`src/rtl/pcss_pkg.sv`:
```
`default_nettype none
package pcss_pkg;

   localparam int MAX_SLOT_W = 10;
   localparam int MAX_CLS_W  = 3;

   localparam logic [2:0] EV_QUEUED   = 3'd0;
   localparam logic [2:0] EV_DROPPED  = 3'd1;
   localparam logic [2:0] EV_ANSWERED = 3'd2;
   localparam logic [2:0] EV_BUSY     = 3'd3;
   localparam logic [2:0] EV_IDLE     = 3'd4;

   localparam logic CMD_ARRIVAL = 1'b0;
   localparam logic CMD_TICK    = 1'b1;

   typedef enum logic {
      ST_IDLE,
      ST_READ
   } pcss_state_type;

   typedef struct packed {
      logic                  push;
      logic                  pop;
      logic [MAX_CLS_W-1:0]  push_cls;
   } pcss_qcmd_type;

   typedef struct packed {
      logic                  push_full;
      logic                  pop_any;
      logic [MAX_CLS_W-1:0]  pop_cls;
      logic [MAX_SLOT_W-1:0] push_slot;
      logic [MAX_SLOT_W-1:0] pop_slot;
   } pcss_qstat_type;

endpackage
`default_nettype wire

```
`src/rtl/priority_class_service_scheduler.sv`:
```
// Strict-priority call scheduler: four FIFO classes, one non-preemptive server.
//
// Input: drive req_* and raise start; the beat is taken at a rising edge where
// start is high and busy is low. req_command 0 is a call arrival, 1 a tick.
// Output: each item yields exactly one result beat, shown on rsp_* for one
// cycle with rsp_valid high. There is no back-pressure on this side.
//
// Flow: arrivals, and ticks that find the server busy or all queues empty,
// give their result in the cycle after acceptance, and busy stays low, so one
// such item per cycle is taken. A tick that answers a call reads the request
// RAM (registered read): busy is high for one cycle, then the result passes
// the RAM read register and the output register; no new item is taken while busy.
//
// Reset (synchronous) empties all queues and clears the busy counter. The
// request RAM needs no clearing; queue counts gate every read of it.
`default_nettype none
module priority_class_service_scheduler
   import pcss_pkg::*;
#(
   parameter int QUEUE_DEPTH = 16,
   parameter int CLASS_COUNT = 4,
   parameter int ID_BITS     = 8
) (
   input  wire logic       clock,
   input  wire logic       reset,
   input  wire logic       start,
   output logic            busy,
   input  wire logic       req_command,
   input  wire logic [1:0] req_call_class,
   input  wire logic [7:0] req_call_id,
   input  wire logic [7:0] req_call_duration,
   output logic            rsp_valid,
   output logic [2:0]      rsp_event_kind,
   output logic [7:0]      rsp_served_id,
   output logic [1:0]      rsp_served_class,
   output logic [7:0]      rsp_busy_remaining
);

   localparam int SlotW = $clog2(QUEUE_DEPTH);
   localparam int ClsW  = $clog2(CLASS_COUNT);
   localparam int IdW   = (ID_BITS < 8) ? ID_BITS : 8;
   localparam int RamW  = IdW + 8;
   localparam int RamD  = CLASS_COUNT * (2 ** SlotW);
   localparam int AddrW = ClsW + SlotW;

   pcss_state_type  state_ff, state_in;
   pcss_qcmd_type   qcmd;
   pcss_qstat_type  qstat;

   logic            accept;
   logic [ClsW-1:0] cls_sat;
   logic [IdW-1:0]  id_m;
   logic [RamW-1:0] rd_data;
   logic [IdW-1:0]  rd_id;
   logic [7:0]      rd_dur;

   logic            valid_ff, valid_in;
   logic [2:0]      kind_ff, kind_in;
   logic [7:0]      id_ff, id_in;
   logic [1:0]      cls_ff, cls_in;
   logic [7:0]      busy_left_ff, busy_left_in;
   logic [ClsW-1:0] pend_cls_ff, pend_cls_in;

   assign accept  = start && !busy;
   assign cls_sat = (32'(req_call_class) >= CLASS_COUNT) ? ClsW'(CLASS_COUNT - 1)
                                                         : ClsW'(req_call_class);
   assign id_m    = req_call_id[IdW-1:0];
   assign rd_id   = rd_data[RamW-1:8];
   assign rd_dur  = rd_data[7:0];

   pcss_qctl #(
      .QUEUE_DEPTH (QUEUE_DEPTH),
      .CLASS_COUNT (CLASS_COUNT)
   ) u_qctl (
      .clock (clock),
      .reset (reset),
      .qcmd  (qcmd),
      .qstat (qstat)
   );

   pcss_ram #(
      .WIDTH (RamW),
      .DEPTH (RamD)
   ) u_store (
      .clock   (clock),
      .wr_en   (qcmd.push),
      .wr_addr (AddrW'({cls_sat, qstat.push_slot[SlotW-1:0]})),
      .wr_data ({id_m, req_call_duration}),
      .rd_en   (qcmd.pop),
      .rd_addr (AddrW'({qstat.pop_cls[ClsW-1:0], qstat.pop_slot[SlotW-1:0]})),
      .rd_data (rd_data)
   );

   always_comb begin
      state_in = state_ff;
      unique case (state_ff)
         ST_IDLE: begin
            if (accept && req_command == CMD_TICK && busy_left_ff == '0 && qstat.pop_any) begin
               state_in = ST_READ;
            end
         end
         ST_READ: begin
            state_in = ST_IDLE;
         end
         default: begin
            state_in = ST_IDLE;
         end
      endcase
   end

   always_comb begin
      busy          = (state_ff == ST_READ);
      qcmd.push     = accept && req_command == CMD_ARRIVAL && !qstat.push_full;
      qcmd.pop      = accept && req_command == CMD_TICK && busy_left_ff == '0 && qstat.pop_any;
      qcmd.push_cls = MAX_CLS_W'(cls_sat);
   end

   always_comb begin
      valid_in     = 1'b0;
      kind_in      = kind_ff;
      id_in        = id_ff;
      cls_in       = cls_ff;
      busy_left_in = busy_left_ff;
      pend_cls_in  = pend_cls_ff;
      priority if (state_ff == ST_READ) begin
         valid_in     = 1'b1;
         kind_in      = EV_ANSWERED;
         id_in        = 8'(rd_id);
         cls_in       = 2'(pend_cls_ff);
         busy_left_in = (rd_dur == '0) ? '0 : rd_dur - 8'd1;
      end else if (accept && req_command == CMD_ARRIVAL) begin
         valid_in = 1'b1;
         kind_in  = qstat.push_full ? EV_DROPPED : EV_QUEUED;
         id_in    = 8'(id_m);
         cls_in   = 2'(cls_sat);
      end else if (accept && busy_left_ff != '0) begin
         valid_in     = 1'b1;
         kind_in      = EV_BUSY;
         id_in        = '0;
         cls_in       = '0;
         busy_left_in = busy_left_ff - 8'd1;
      end else if (accept && qstat.pop_any) begin
         pend_cls_in = qstat.pop_cls[ClsW-1:0];
      end else if (accept) begin
         valid_in = 1'b1;
         kind_in  = EV_IDLE;
         id_in    = '0;
         cls_in   = '0;
      end
   end

   always_ff @(posedge clock) begin
      if (reset) begin
         state_ff     <= ST_IDLE;
         valid_ff     <= 1'b0;
         busy_left_ff <= '0;
      end else begin
         state_ff     <= state_in;
         valid_ff     <= valid_in;
         busy_left_ff <= busy_left_in;
      end
      kind_ff     <= kind_in;
      id_ff       <= id_in;
      cls_ff      <= cls_in;
      pend_cls_ff <= pend_cls_in;
   end

   assign rsp_valid          = valid_ff;
   assign rsp_event_kind     = kind_ff;
   assign rsp_served_id      = id_ff;
   assign rsp_served_class   = cls_ff;
   assign rsp_busy_remaining = busy_left_ff;

`ifndef SYNTHESIS
   a_read_one_cycle: assert property (@(posedge clock) disable iff (reset)
      state_ff == ST_READ |=> state_ff == ST_IDLE)
      else $error("read state held more than one cycle");

   a_read_answers: assert property (@(posedge clock) disable iff (reset)
      state_ff == ST_READ |=> rsp_valid && rsp_event_kind == EV_ANSWERED)
      else $error("answer beat missing after store read");

   a_busy_decrements: assert property (@(posedge clock) disable iff (reset)
      rsp_valid && rsp_event_kind == EV_BUSY |->
         busy_left_ff == 8'($past(busy_left_ff) - 8'd1))
      else $error("busy counter did not decrement");
`endif

endmodule
`default_nettype wire

```
`src/rtl/pcss_ram.sv`:
```
`default_nettype none
module pcss_ram #(
   parameter int WIDTH = 16,
   parameter int DEPTH = 64
) (
   input  wire logic                     clock,
   input  wire logic                     wr_en,
   input  wire logic [$clog2(DEPTH)-1:0] wr_addr,
   input  wire logic [WIDTH-1:0]         wr_data,
   input  wire logic                     rd_en,
   input  wire logic [$clog2(DEPTH)-1:0] rd_addr,
   output logic      [WIDTH-1:0]         rd_data
);

   logic [WIDTH-1:0] mem_ff [DEPTH];
   logic [WIDTH-1:0] rd_data_ff;

   always_ff @(posedge clock) begin
      if (wr_en) begin
         mem_ff[wr_addr] <= wr_data;
      end
      if (rd_en) begin
         rd_data_ff <= mem_ff[rd_addr];
      end
   end

   assign rd_data = rd_data_ff;

endmodule
`default_nettype wire

```
`src/rtl/pcss_qctl.sv`:
```
`default_nettype none
module pcss_qctl
   import pcss_pkg::*;
#(
   parameter int QUEUE_DEPTH = 16,
   parameter int CLASS_COUNT = 4
) (
   input  wire logic           clock,
   input  wire logic           reset,
   input  wire pcss_qcmd_type  qcmd,
   output pcss_qstat_type      qstat
);

   localparam int SlotW = $clog2(QUEUE_DEPTH);
   localparam int CntW  = $clog2(QUEUE_DEPTH + 1);
   localparam int ClsW  = $clog2(CLASS_COUNT);

   logic [SlotW-1:0] head_ff [CLASS_COUNT];
   logic [SlotW-1:0] head_in [CLASS_COUNT];
   logic [SlotW-1:0] tail_ff [CLASS_COUNT];
   logic [SlotW-1:0] tail_in [CLASS_COUNT];
   logic [CntW-1:0]  cnt_ff  [CLASS_COUNT];
   logic [CntW-1:0]  cnt_in  [CLASS_COUNT];

   logic [ClsW-1:0]  push_idx;
   logic [ClsW-1:0]  pick;
   logic             any;

   function automatic logic [SlotW-1:0] next_slot(input logic [SlotW-1:0] p);
      return (p == SlotW'(QUEUE_DEPTH - 1)) ? '0 : p + SlotW'(1);
   endfunction

   assign push_idx = qcmd.push_cls[ClsW-1:0];

   // highest non-empty class wins
   always_comb begin
      pick = '0;
      any  = 1'b0;
      for (int c = 0; c < CLASS_COUNT; c++) begin
         if (cnt_ff[c] != '0) begin
            pick = ClsW'(c);
            any  = 1'b1;
         end
      end
   end

   always_comb begin
      for (int c = 0; c < CLASS_COUNT; c++) begin
         head_in[c] = head_ff[c];
         tail_in[c] = tail_ff[c];
         cnt_in[c]  = cnt_ff[c];
         if (qcmd.push && push_idx == ClsW'(c)) begin
            tail_in[c] = next_slot(tail_ff[c]);
            cnt_in[c]  = cnt_ff[c] + CntW'(1);
         end
         if (qcmd.pop && pick == ClsW'(c)) begin
            head_in[c] = next_slot(head_ff[c]);
            cnt_in[c]  = cnt_ff[c] - CntW'(1);
         end
      end
   end

   always_ff @(posedge clock) begin
      for (int c = 0; c < CLASS_COUNT; c++) begin
         if (reset) begin
            head_ff[c] <= '0;
            tail_ff[c] <= '0;
            cnt_ff[c]  <= '0;
         end else begin
            head_ff[c] <= head_in[c];
            tail_ff[c] <= tail_in[c];
            cnt_ff[c]  <= cnt_in[c];
         end
      end
   end

   always_comb begin
      qstat.push_full = (cnt_ff[push_idx] == CntW'(QUEUE_DEPTH));
      qstat.pop_any   = any;
      qstat.pop_cls   = MAX_CLS_W'(pick);
      qstat.push_slot = MAX_SLOT_W'(tail_ff[push_idx]);
      qstat.pop_slot  = MAX_SLOT_W'(head_ff[pick]);
   end

endmodule
`default_nettype wire
```
`config.mk`:
```
export PLATFORM = sky130hd
export DESIGN_NAME = priority_class_service_scheduler
export DESIGN_NICKNAME = d
export VERILOG_FILES = /design/src/rtl/pcss_pkg.sv /design/src/rtl/priority_class_service_scheduler.sv /design/src/rtl/pcss_ram.sv /design/src/rtl/pcss_qctl.sv
export SDC_FILE = /design/constraint.sdc
export NUM_CORES = 1
export LEC_CHECK = 0
export ABC_CLOCK_PERIOD_IN_PS = 3800
export BUFFER_PORTS_ARGS = -buffer_cell sky130_fd_sc_hd__buf_2
export CORE_AREA = 2 2 288 290
export CTS_CLUSTER_SIZE = 14
export DETAILED_ROUTE_END_ITERATION = 7
export DIE_AREA = 0 0 290 292
export GPL_TIMING_DRIVEN = 0
export PLACE_DENSITY = 0.7
export SLEW_MARGIN = 15
export SYNTH_ARGS = -nofsm -noshare
export SYNTH_HDL_FRONTEND = slang
export SYNTH_SLANG_ARGS = --single-unit
export TNS_END_PERCENT = 5
```
`constraint.sdc`:
```
create_clock -name clock -period 3.8 [get_ports clock]
set_input_delay 0.95 -clock clock [delete_from_list [all_inputs] [get_ports clock]]
set_output_delay 0.95 -clock clock [all_outputs]
set_load 0.1 [all_outputs]
```
After elaboration in Yosys (flattened, before gate mapping):

Memories as Yosys holds them, arrays and structs flattened. A register that Yosys moved wholly into a read port is not among the register bits.
Index checks and enable logic that the tools add are counted.
Widths: inputs -> output; s select.

* memories: 4
* logic and storage cells: 171
* ROM bits: 0
* register bits: 25
* memory bits (writable): 1076
* bits in latches: 0

* reductions and logical operators: 34
* equal/unequal tests: 18
* div/mod/pow operators: 0
* order comparisons: 0
* muxes and demuxes: 74
* multipliers: 0
* add/subtract/negate cells: 18
* shifts and indexed selects: 0
* bitwise logic cells: 16

Memory list
* u_store.mem_ff: words 64, bits a word 16, rd ports 1, clocked after Yosys merged registers in 1, wr ports 1, RTL line pcss_ram.sv:15 `logic [WIDTH-1:0] mem_ff [DEPTH];`
* u_qctl.cnt_ff: words 4, bits a word 5, rd ports 5, clocked after Yosys merged registers in 0, wr ports 4, RTL line pcss_qctl.sv:22 `logic [CntW-1:0] cnt_ff [CLASS_COUNT];`
* u_qctl.head_ff: words 4, bits a word 4, rd ports 5, clocked after Yosys merged registers in 0, wr ports 4, RTL line pcss_qctl.sv:18 `logic [SlotW-1:0] head_ff [CLASS_COUNT];`
* u_qctl.tail_ff: words 4, bits a word 4, rd ports 5, clocked after Yosys merged registers in 0, wr ports 4, RTL line pcss_qctl.sv:20 `logic [SlotW-1:0] tail_ff [CLASS_COUNT];`

Operators by type and width (number)
* $mux 4: 24
* $mux 8: 9
* $mux 5: 12
* $add 4x1->4 const B: 8
* $eq 4x4->1 const B: 8
* $add 5x1->5 const B: 4
* $reduce_bool 5->1: 4
* $sub 5x1->5 const B: 4
* $mux 1: 17
* $logic_and 1x1->1: 16
* $logic_not 8->1: 2
* $sub 8x1->8 const B: 2
* $mux 2: 7
* $mux 3: 4
* $or 1x1->1: 12
* $eq 2x2->1 const B: 4
* $reduce_bool 8->1: 1
* $reduce_and 2->1: 3
* $eq 5x5->1 const B: 1
* $eq 2x1->1 const B: 2
* $logic_not 2->1: 2
* $ne 4x4->1 const B: 1
* $not 1->1: 4
* $reduce_and 4->1: 1
* other kinds (7): 8

Depth between registers and ports, before layout:

Gate-level depths: netlist of the first run.
An unclocked memory read counts as a cell.

* word-level depth: 11
* depth in mapped cells: 15
* depth with buffers taken out: 15

By module:

Synthesis of the first run repeated with hierarchy kept, for this count alone.

* cells, all modules: 2383
* area, all modules: 44975.6 um^2

Modules (own cells, without submodules)
* pcss_ram: cells an instance 1829, instances 1, sequential area each 31230.0 um^2, area each 40202.3 um^2
* pcss_qctl: cells an instance 412, instances 1, sequential area each 1041.0 um^2, area each 3395.8 um^2
* priority_class_service_scheduler: cells an instance 142, instances 1, sequential area each 620.6 um^2, area each 1377.6 um^2

Worst setup path before layout of the first run:

No wires, ideal clock.

* path type: reg-to-reg
* from: memory u_qctl.cnt_ff[3][0] (netlist name)
* to: memory u_qctl.cnt_ff[2][4] (netlist name)
* library setup time: 0.128 ns
* cell stages (with the launch flop): 15
* data required time: 3.672 ns
* setup slack: 0.194 ns
* clock period less this slack: 3.606 ns
* data arrival time: 3.478 ns
* cell sequence: dfxtp_1 or4_4 nor4_4 inv_2 o41ai_2 nand2b_1 inv_2 nand3_2 inv_2 ha_1 a21o_1 a21oi_1 mux2i_1 xnor2_1 nor2_1

RTL lines (RTL line)
* start, declared: pcss_qctl.sv:22

==> metrics.csv, run 1 <==
metric;value;unit
Tmin final;3.96;ns
syn_nets;2907;
I/O pin count;45;
Fin Hold WS;0.453;ns
drc violations;0;
worst skew pair latency;0.70;ns
commonest cells after routing, fill and taps aside;1,052 x edfxtp_1, 470 x nand2_1, 155 x nand3_1, 131 x mux4_2, 113 x clkbuf_16;
synthesized instance count;2858;
Clock Path Buffers;3;
CP peak stage delay;0.61;ns
adder-cell share of the synthesized area;0.826;%
cell taking the most area after synthesis;edfxtp_1;
total track usage;31.9;%
global-route wire length before repair;192000;microns
Net Sw Frac;28.3;%
Clk pwr share;35.7;%
Primary FF master, synth;edfxtp_1;
worst slew pin tran;1.13;ns
ranking of synthesized cells by area;edfxtp_1 71%, mux4_2 6.6%, nand2_1 4.0%;
CORE AREA;81600;sq um
net switching power figure;8.56;mW
Synth Area in Compound Gates;5.62;%
register share of total power;45.4;%
FP Rows;105;
post-synthesis simple-gate area fraction;9.71;%
Layout Skew;0.0259;ns
Worst R2R Path Depth;10;
Final Instance Area;52500;sq um
Int Pwr;21.7;mW
delay-heaviest family, CP;simple AND/OR/NAND/NOR gates;
antenna violations before repair;8;
status;finished, violations left;
post-cts hold buffer count;0;
largest net degree at the start of global routing;66;
xor and xnor area share after synthesis;0.571;%
port bufs;42;
Yosys top cell area share;71.0;%
post-synthesis cell area;44500;sq um
clock slew seen by the registers of the worst setup and hold paths;0.06;ns
WHS Path Cells;1;
number of clock sinks;1117;
vias in the first global route;26700;
most frequent CP cell;or4_4;
share of cells above drive strength 1;24.0;%
Peak VDD IR;0.000529;V
placed inst area;47200;sq um
Wirelength per Cell;31.7;microns
sum of buffers and inverters on the critical path;2;
Crit. End Element;flip-flop;
worst path cell trace;or4_4, o21ai_4, o2111ai_4, nand2_4, buf_6, nand3_2, clkbuf_2, a21oi_1, or4_4, nand4_1;
GRT overflow;0;
FMAX;252;MHz
gpl congestion;0.943;
Levels on crit path;10;
violated checks;negative setup slack;
Synth Warn #;0;
EDFF count, synth;1052;
DRT antenna net count;0;
Avg Inst Size Synth;15.6;sq um
critical path class;flip-flop to flip-flop;
CTS tree;built;
Critical Path AT;4.29;ns
Slew Limit Headroom;24.4;%
Die X;290;microns
RSZ-0062 raised after global routing;yes;
leakage;17.6;nW
HP Class;flip-flop to flip-flop;
post-synthesis register bit count;1117;
FFs w/ async S/R, synth;0;%
setup_tns;-1.13;ns
Initial Util;54.6;%
DR vias;28300;
slowest CP cell;or4_4;
Worst Setup Slack, final;-0.162;ns
WL final;136000;microns
Worst setup SP type;flip-flop;
Die Area;84700;sq um
logic gate share of total power;18.9;%
Initial DRC Count;4362;
H-Tree Level Count;3;
Max Cap Viol;0;
Max FO, Critical Path;10;
placed wire-length estimate;90000;microns
DR pass1 iterations;8;
vias per cell;6.59;
Area Growth Syn to Fin;17.9;%
nets;3172;
mux cell area share after synthesis;7.41;%
Slew Limit Fails;0;
total CTS buffers;110;
Final Hold Vio Count;0;
largest family of logic cells by synthesized area;simple AND/OR/NAND/NOR gates;
# setup viols final;16;
sequential element share of the synthesized area;73.9;%
CP Data Required Time;4.13;ns
commonest non-fill, non-tap cell in the layout;edfxtp_1;
Final period util;104;%
Cell variety after synth;72;
CTS root buffer;clkbuf_16;
pwr dens;576;nW/um^2
DIE HEIGHT;292;microns
==> repair_timing <==
| item | in CTS | in global routing |
|---|---|---|
| pin swaps | 19 | 28 |
| resized for setup | 261 | 97 |
| gates cloned | 1 | 1 |
| buffers inserted | 20 | 24 |
| endpoints found under the setup margin | 41 | 38 |
==> metal layers <==
layer	routed length (microns)	vias to the layer above	GRT usage [%]	share of wire, %
met1	50200	14300	44.1	37
met4	6410	10	13.2	4.7
met3	17400	319	7.95	13
met5	64	-	0	0.047
li1	-	11600	-	-
met2	61700	2024	49.0	45
==> cells in the mapped netlist (9+ instances only) <==
master and n:
a211oi_1 31, a21o_1 17, a21oi_1 103, a221oi_1 10, a22o_1 19, a22oi_1 47
a31oi_1 53, and3_1 57, buf_1 29, buf_2 56, buf_4 11, clkbuf_1 48
dfxtp_1 65, edfxtp_1 1052, ha_1 23, inv_1 27, mux2i_1 35, mux4_2 131
nand2_1 478, nand3_1 156, nand4_1 13, nor2_1 157, nor3_1 26, nor4_1 10
o21ai_0 30, o221ai_1 9, o22ai_1 16, or3_1 10, or4_1 11, xnor2_1 13
xor2_1 16
==> area by class of cell <==
class / count / area, sq um
diodes: 1 / 2.50
plain buffers: 149 / 1100
clock buffers: 139 / 2950
clock inverters: 70 / 611
fillers: 5524 / 29100
inverters: 32 / 135
multi-input cells: 1558 / 11800
flip-flops and latches: 1117 / 32900
well taps: 1070 / 1340
repair buffers: 155 / 1650
==> stage by stage <==
step	total power, mW	setup slack (ns)	cells	util [%]
2_1_floorplan	17.0	0.194	2858	-
3_3_place_gp	18.7	-2.18	3970	56.5
3_5_place_dp	18.8	-1.89	4038	57.8
4_1_cts	29.9	-0.0878	4267	63.6
5_1_grt	31.0	-0.159	4291	64.3
6_report	30.2	-0.162	4291	64.3
==> power by group through the flow <==
stage	sequential, mW	clock [mW]	combinational [mW]
finish	13.7	10.8	5.72
global route	13.7	11.3	5.91
CTS	13.7	10.8	5.37
detailed placement	14.0	0	4.84
global placement	14.0	0	4.76
floorplan	14.5	0	2.45
==> state kept, by name, summed over array words and instances (netlist names), 3 cells and up <==
register,cells
u_store.mem_ff,1024
u_qctl.head_ff,16
u_qctl.cnt_ff,20
u_qctl.tail_ff,16
rsp_event_kind,3
rsp_served_id,8
rsp_busy_remaining,8
u_store.rd_data,16
==> kinds of logic after synthesis <==
group | count (synthesis)
AO/OA/AOI/OAI | 373
XOR/XNOR | 29
adder cells (fa/ha/maj) | 27
buffers and inverters | 183
flip-flops | 1117
multiplexers | 166
AND/OR/NAND/NOR | 963
==> path summary, 6_finish.rpt <==
kind | from | end | slack (ns)
worst max register to register | u_qctl.cnt_ff[3][0] | u_store.rd_data[0] | -0.16
worst max-delay path | u_qctl.cnt_ff[3][0] | u_store.rd_data[0] | -0.16
worst min-delay path | rsp_event_kind[1] | rsp_event_kind[1] | 0.45
worst min register to register | rsp_event_kind[1] | rsp_event_kind[1] | 0.45
==> worst register-to-register path, cell delays in order (launching register included) <==
cell and delay (ns):
dfxtp_4 0.35, or4_4 0.61, o21ai_4 0.32, o2111ai_4 0.33, nand2_4 0.27, buf_6 0.24, nand3_2 0.24, clkbuf_2 0.33
a21oi_1 0.36, or4_4 0.27, nand4_1 0.30
Note: power is estimated with default switching activity, not from simulation.
==> run 2, diff against run 1 <==
- CELL_PAD_IN_SITES_DETAIL_PLACEMENT: unset -> 1
- CELL_PAD_IN_SITES_GLOBAL_PLACEMENT: unset -> 1
- CORE_AREA: 2 2 288 290 -> 2 2 305 307
- DIE_AREA: 0 0 290 292 -> 0 0 307 309
- PLACE_DENSITY: 0.7 -> 0.72
==> run 2 against run 1 <==
  * The flow still finishes with violations (negative setup slack)
  * Core utilization shrank 6.3 points
  * Sequential power is essentially flat
  * Total power grew 2.7%
  * Non-clock buffer count grew 7
  * Combinational power grew 2%
  * Clock power grew 6%
  * Sequential cell count is the same
  * Critical path type unchanged
  * Largest cell class unchanged
  * Largest power group unchanged
==> metrics.csv, run 2 (synthesis gave the netlist of run 1 again) <==
metric;value;unit;change
global-route wire length before repair;216000;microns;+13%
FMAX;249;MHz;-1.4%
Peak VDD IR;0.000400;V;-24%
gpl congestion;0.908;;-3.7%
I/O pin count;45;;unchanged
DR vias;29000;;+2.6%
worst slew pin tran;1.02;ns;-0.103 ns
Worst setup SP type;flip-flop;;
Top Registers;u_store.mem_ff: 1024 flops, u_qctl.cnt_ff: 20 flops;;
DR pass1 iterations;6;;-2
total power;31.1;mW;+2.7%
Worst R2R Path Depth;13;;+3
Critical Path AT;4.41;ns;+0.12 ns
critical path class;flip-flop to flip-flop;;
Slew Limit Headroom;31.7;%;+7.3 points
RSZ-0062 raised after global routing;yes;;
Initial Util;48.7;%;-5.9 points
port bufs;42;;unchanged
Tmin final;4.02;ns;+0.0570 ns
Initial DRC Count;4214;;-3.4%
number of clock sinks;1117;;unchanged
Layout Skew;0.0497;ns;+0.0238 ns
Die X;307;microns;+5.9%
FP Rows;111;;+5.7%
leakage;17.8;nW;+1.2%
worst skew pair latency;0.73;ns;+0.03 ns
HP Start;rsp_event_kind[1];;
clock slew seen by the registers of the worst setup and hold paths;0.06;ns;about the same
Reg2Reg Capture Point;u_store.rd_data[0];;
Crit. End Element;flip-flop;;
share of cells above drive strength 1;24.8;%;+0.82 points
H-Tree Level Count;3;;unchanged
vias per cell;6.57;;-0.28%
WHS Path Cells;1;;unchanged
DRT antenna net count;0;;unchanged
Largest register FFs;1024;;unchanged
Non-Filler Instances;4413;;+2.8%
Wirelength per Cell;34.9;microns;+10%
Clock Path Buffers;3;;unchanged
violated checks;negative setup slack;;
Die Area;94900;sq um;+12%
commonest non-fill, non-tap cell in the layout;edfxtp_1;;
DIE HEIGHT;309;microns;+5.8%
total CTS buffers;114;;+3.6%
Worst Setup Slack, final;-0.219;ns;-0.0570 ns
CP Data Required Time;4.19;ns;+0.06 ns
worst path cell trace;buf_4, nor4_4, buf_4, a2111oi_4, buf_4, a311oi_4, buf_4, buf_4, buf_4, mux4_2, a22o_4, a221oi_4, nand4_1;;
WL final;154000;microns;+13%
worst reg2reg setup slack;-0.22;ns;-0.06 ns
Max Cap Viol;0;;unchanged
HP Class;flip-flop to flip-flop;;
CTS tree;built;;
placed cells;4153;;+2.8%
CORE AREA;91400;sq um;+12%
Area Growth Syn to Fin;19.2;%;
antenna violations before repair;5;;-3
# setup viols final;81;;+65
largest net degree at the start of global routing;66;;unchanged
Hold Path End;rsp_event_kind[1];;
pwr dens;585;nW/um^2;+1.5%
slowest CP cell;mux4_2;;
CTS root buffer;clkbuf_16;;
Final period util;106;%;+1.5 points
GRT overflow;0;;unchanged
Slew Limit Fails;0;;unchanged
largest register by flop count;u_store.mem_ff;;
nets;3183;;+0.35%
Final Hold Vio Count;0;;unchanged
drc violations;0;;unchanged
vias in the first global route;29400;;+10%
Max FO, Critical Path;10;;unchanged
Ant. Diodes;0;;-1
status;finished, violations left;;
commonest cells after routing, fill and taps aside;1,052 x edfxtp_1, 471 x nand2_1, 155 x nand3_1, 131 x mux4_2, 115 x clkbuf_16;;
most frequent CP cell;buf_4;;
Filler Cells Inserted;8341;;+51%
RR Startpoint;u_qctl.cnt_ff[2][3];;
total track usage;32.3;%;+0.46 points
CP peak stage delay;0.40;ns;-0.21 ns
placed wire-length estimate;100000;microns;+11%
## run 2: cell count changes in the layout (fill, tap and decap cells not counted), moves of 4 or more
cell,change
buf_6,+10
a21oi_1,-4
buf_12,-4
clkinv_16,+5
buf_4,+7
clkbuf_4,+4
nor2_2,-8
nor2_4,+7
a31oi_2,+5
clkbuf_1,-5
a22oi_2,+4
bufinv_16,+5
a31oi_1,-5
a22oi_1,-4
## run 2: power by group
group,switching [mW],internal (mW)
combinational,3.88,1.95
clock,4.92,6.59
sequential,0.108,13.6
## run 2: per-layer routing
layer	GRT usage (%)	wire (microns)
met2	51.4	72800
met1	42.9	56800
met3	6.34	16300
met5	0	26
met4	16.3	8140
## run 2: cell type report
class                   count  area, sq um  share of cell area (%)
clock inverters            67          806                    1.52
multi-input cells        1558        11900                    22.5
well taps                1186         1480                    2.80
flip-flops and latches   1117        32900                    62.0
plain buffers             149         1120                    2.11
repair buffers            162         1690                    3.19
clock buffers             142         3010                    5.67
inverters                  32          128                   0.240
## run 2: worst max-delay path by stage
stage	from	to	slack, ns	cells after the start
after floorplan	u_qctl.cnt_ff[3][0]	u_qctl.cnt_ff[2][4]	0.19	14
final	u_qctl.cnt_ff[2][3]	u_store.rd_data[0]	-0.22	13
after global routing	u_qctl.cnt_ff[2][3]	u_store.rd_data[0]	-0.23	13
after CTS	u_qctl.cnt_ff[2][1]	u_store.rd_data[0]	-0.09	12
after global placement	u_qctl.cnt_ff[3][1]	u_store.rd_data[4]	-2.51	10
after detailed placement	u_qctl.cnt_ff[3][1]	u_store.rd_data[7]	-2.54	11
## run 2: worst max-delay path, delay by kind of cell (launching register included)
family	cells	cell delay, ns
AND/OR/NAND/NOR	2	0.57
buffers and inverters	6	1.37
AO/OA/AOI/OAI	4	0.96
multiplexers	1	0.40
flip-flops	1	0.34
## run 2: metrics by stage
step	setup WS (ns)	setup TNS, ns	cell area (sq um)	utilization [%]	hold WS, ns
2_1_floorplan	0.194	0	44500	-	0.463
3_3_place_gp	-2.51	-986.29	46200	50.6	0.436
3_5_place_dp	-2.54	-292.65	47400	51.8	0.474
4_1_cts	-0.0910	-0.491	52600	57.5	0.490
5_1_grt	-0.227	-19.70	53100	58.1	0.512
6_report	-0.219	-5.16	53100	58.1	0.478
## run 2: repair_timing
action	in CTS	in global routing
setup buffers	33	20
endpoints found under the setup margin	36	247
resized for setup	300	84
hold buffers	0	0
cloned	1	0
pin swaps	25	27
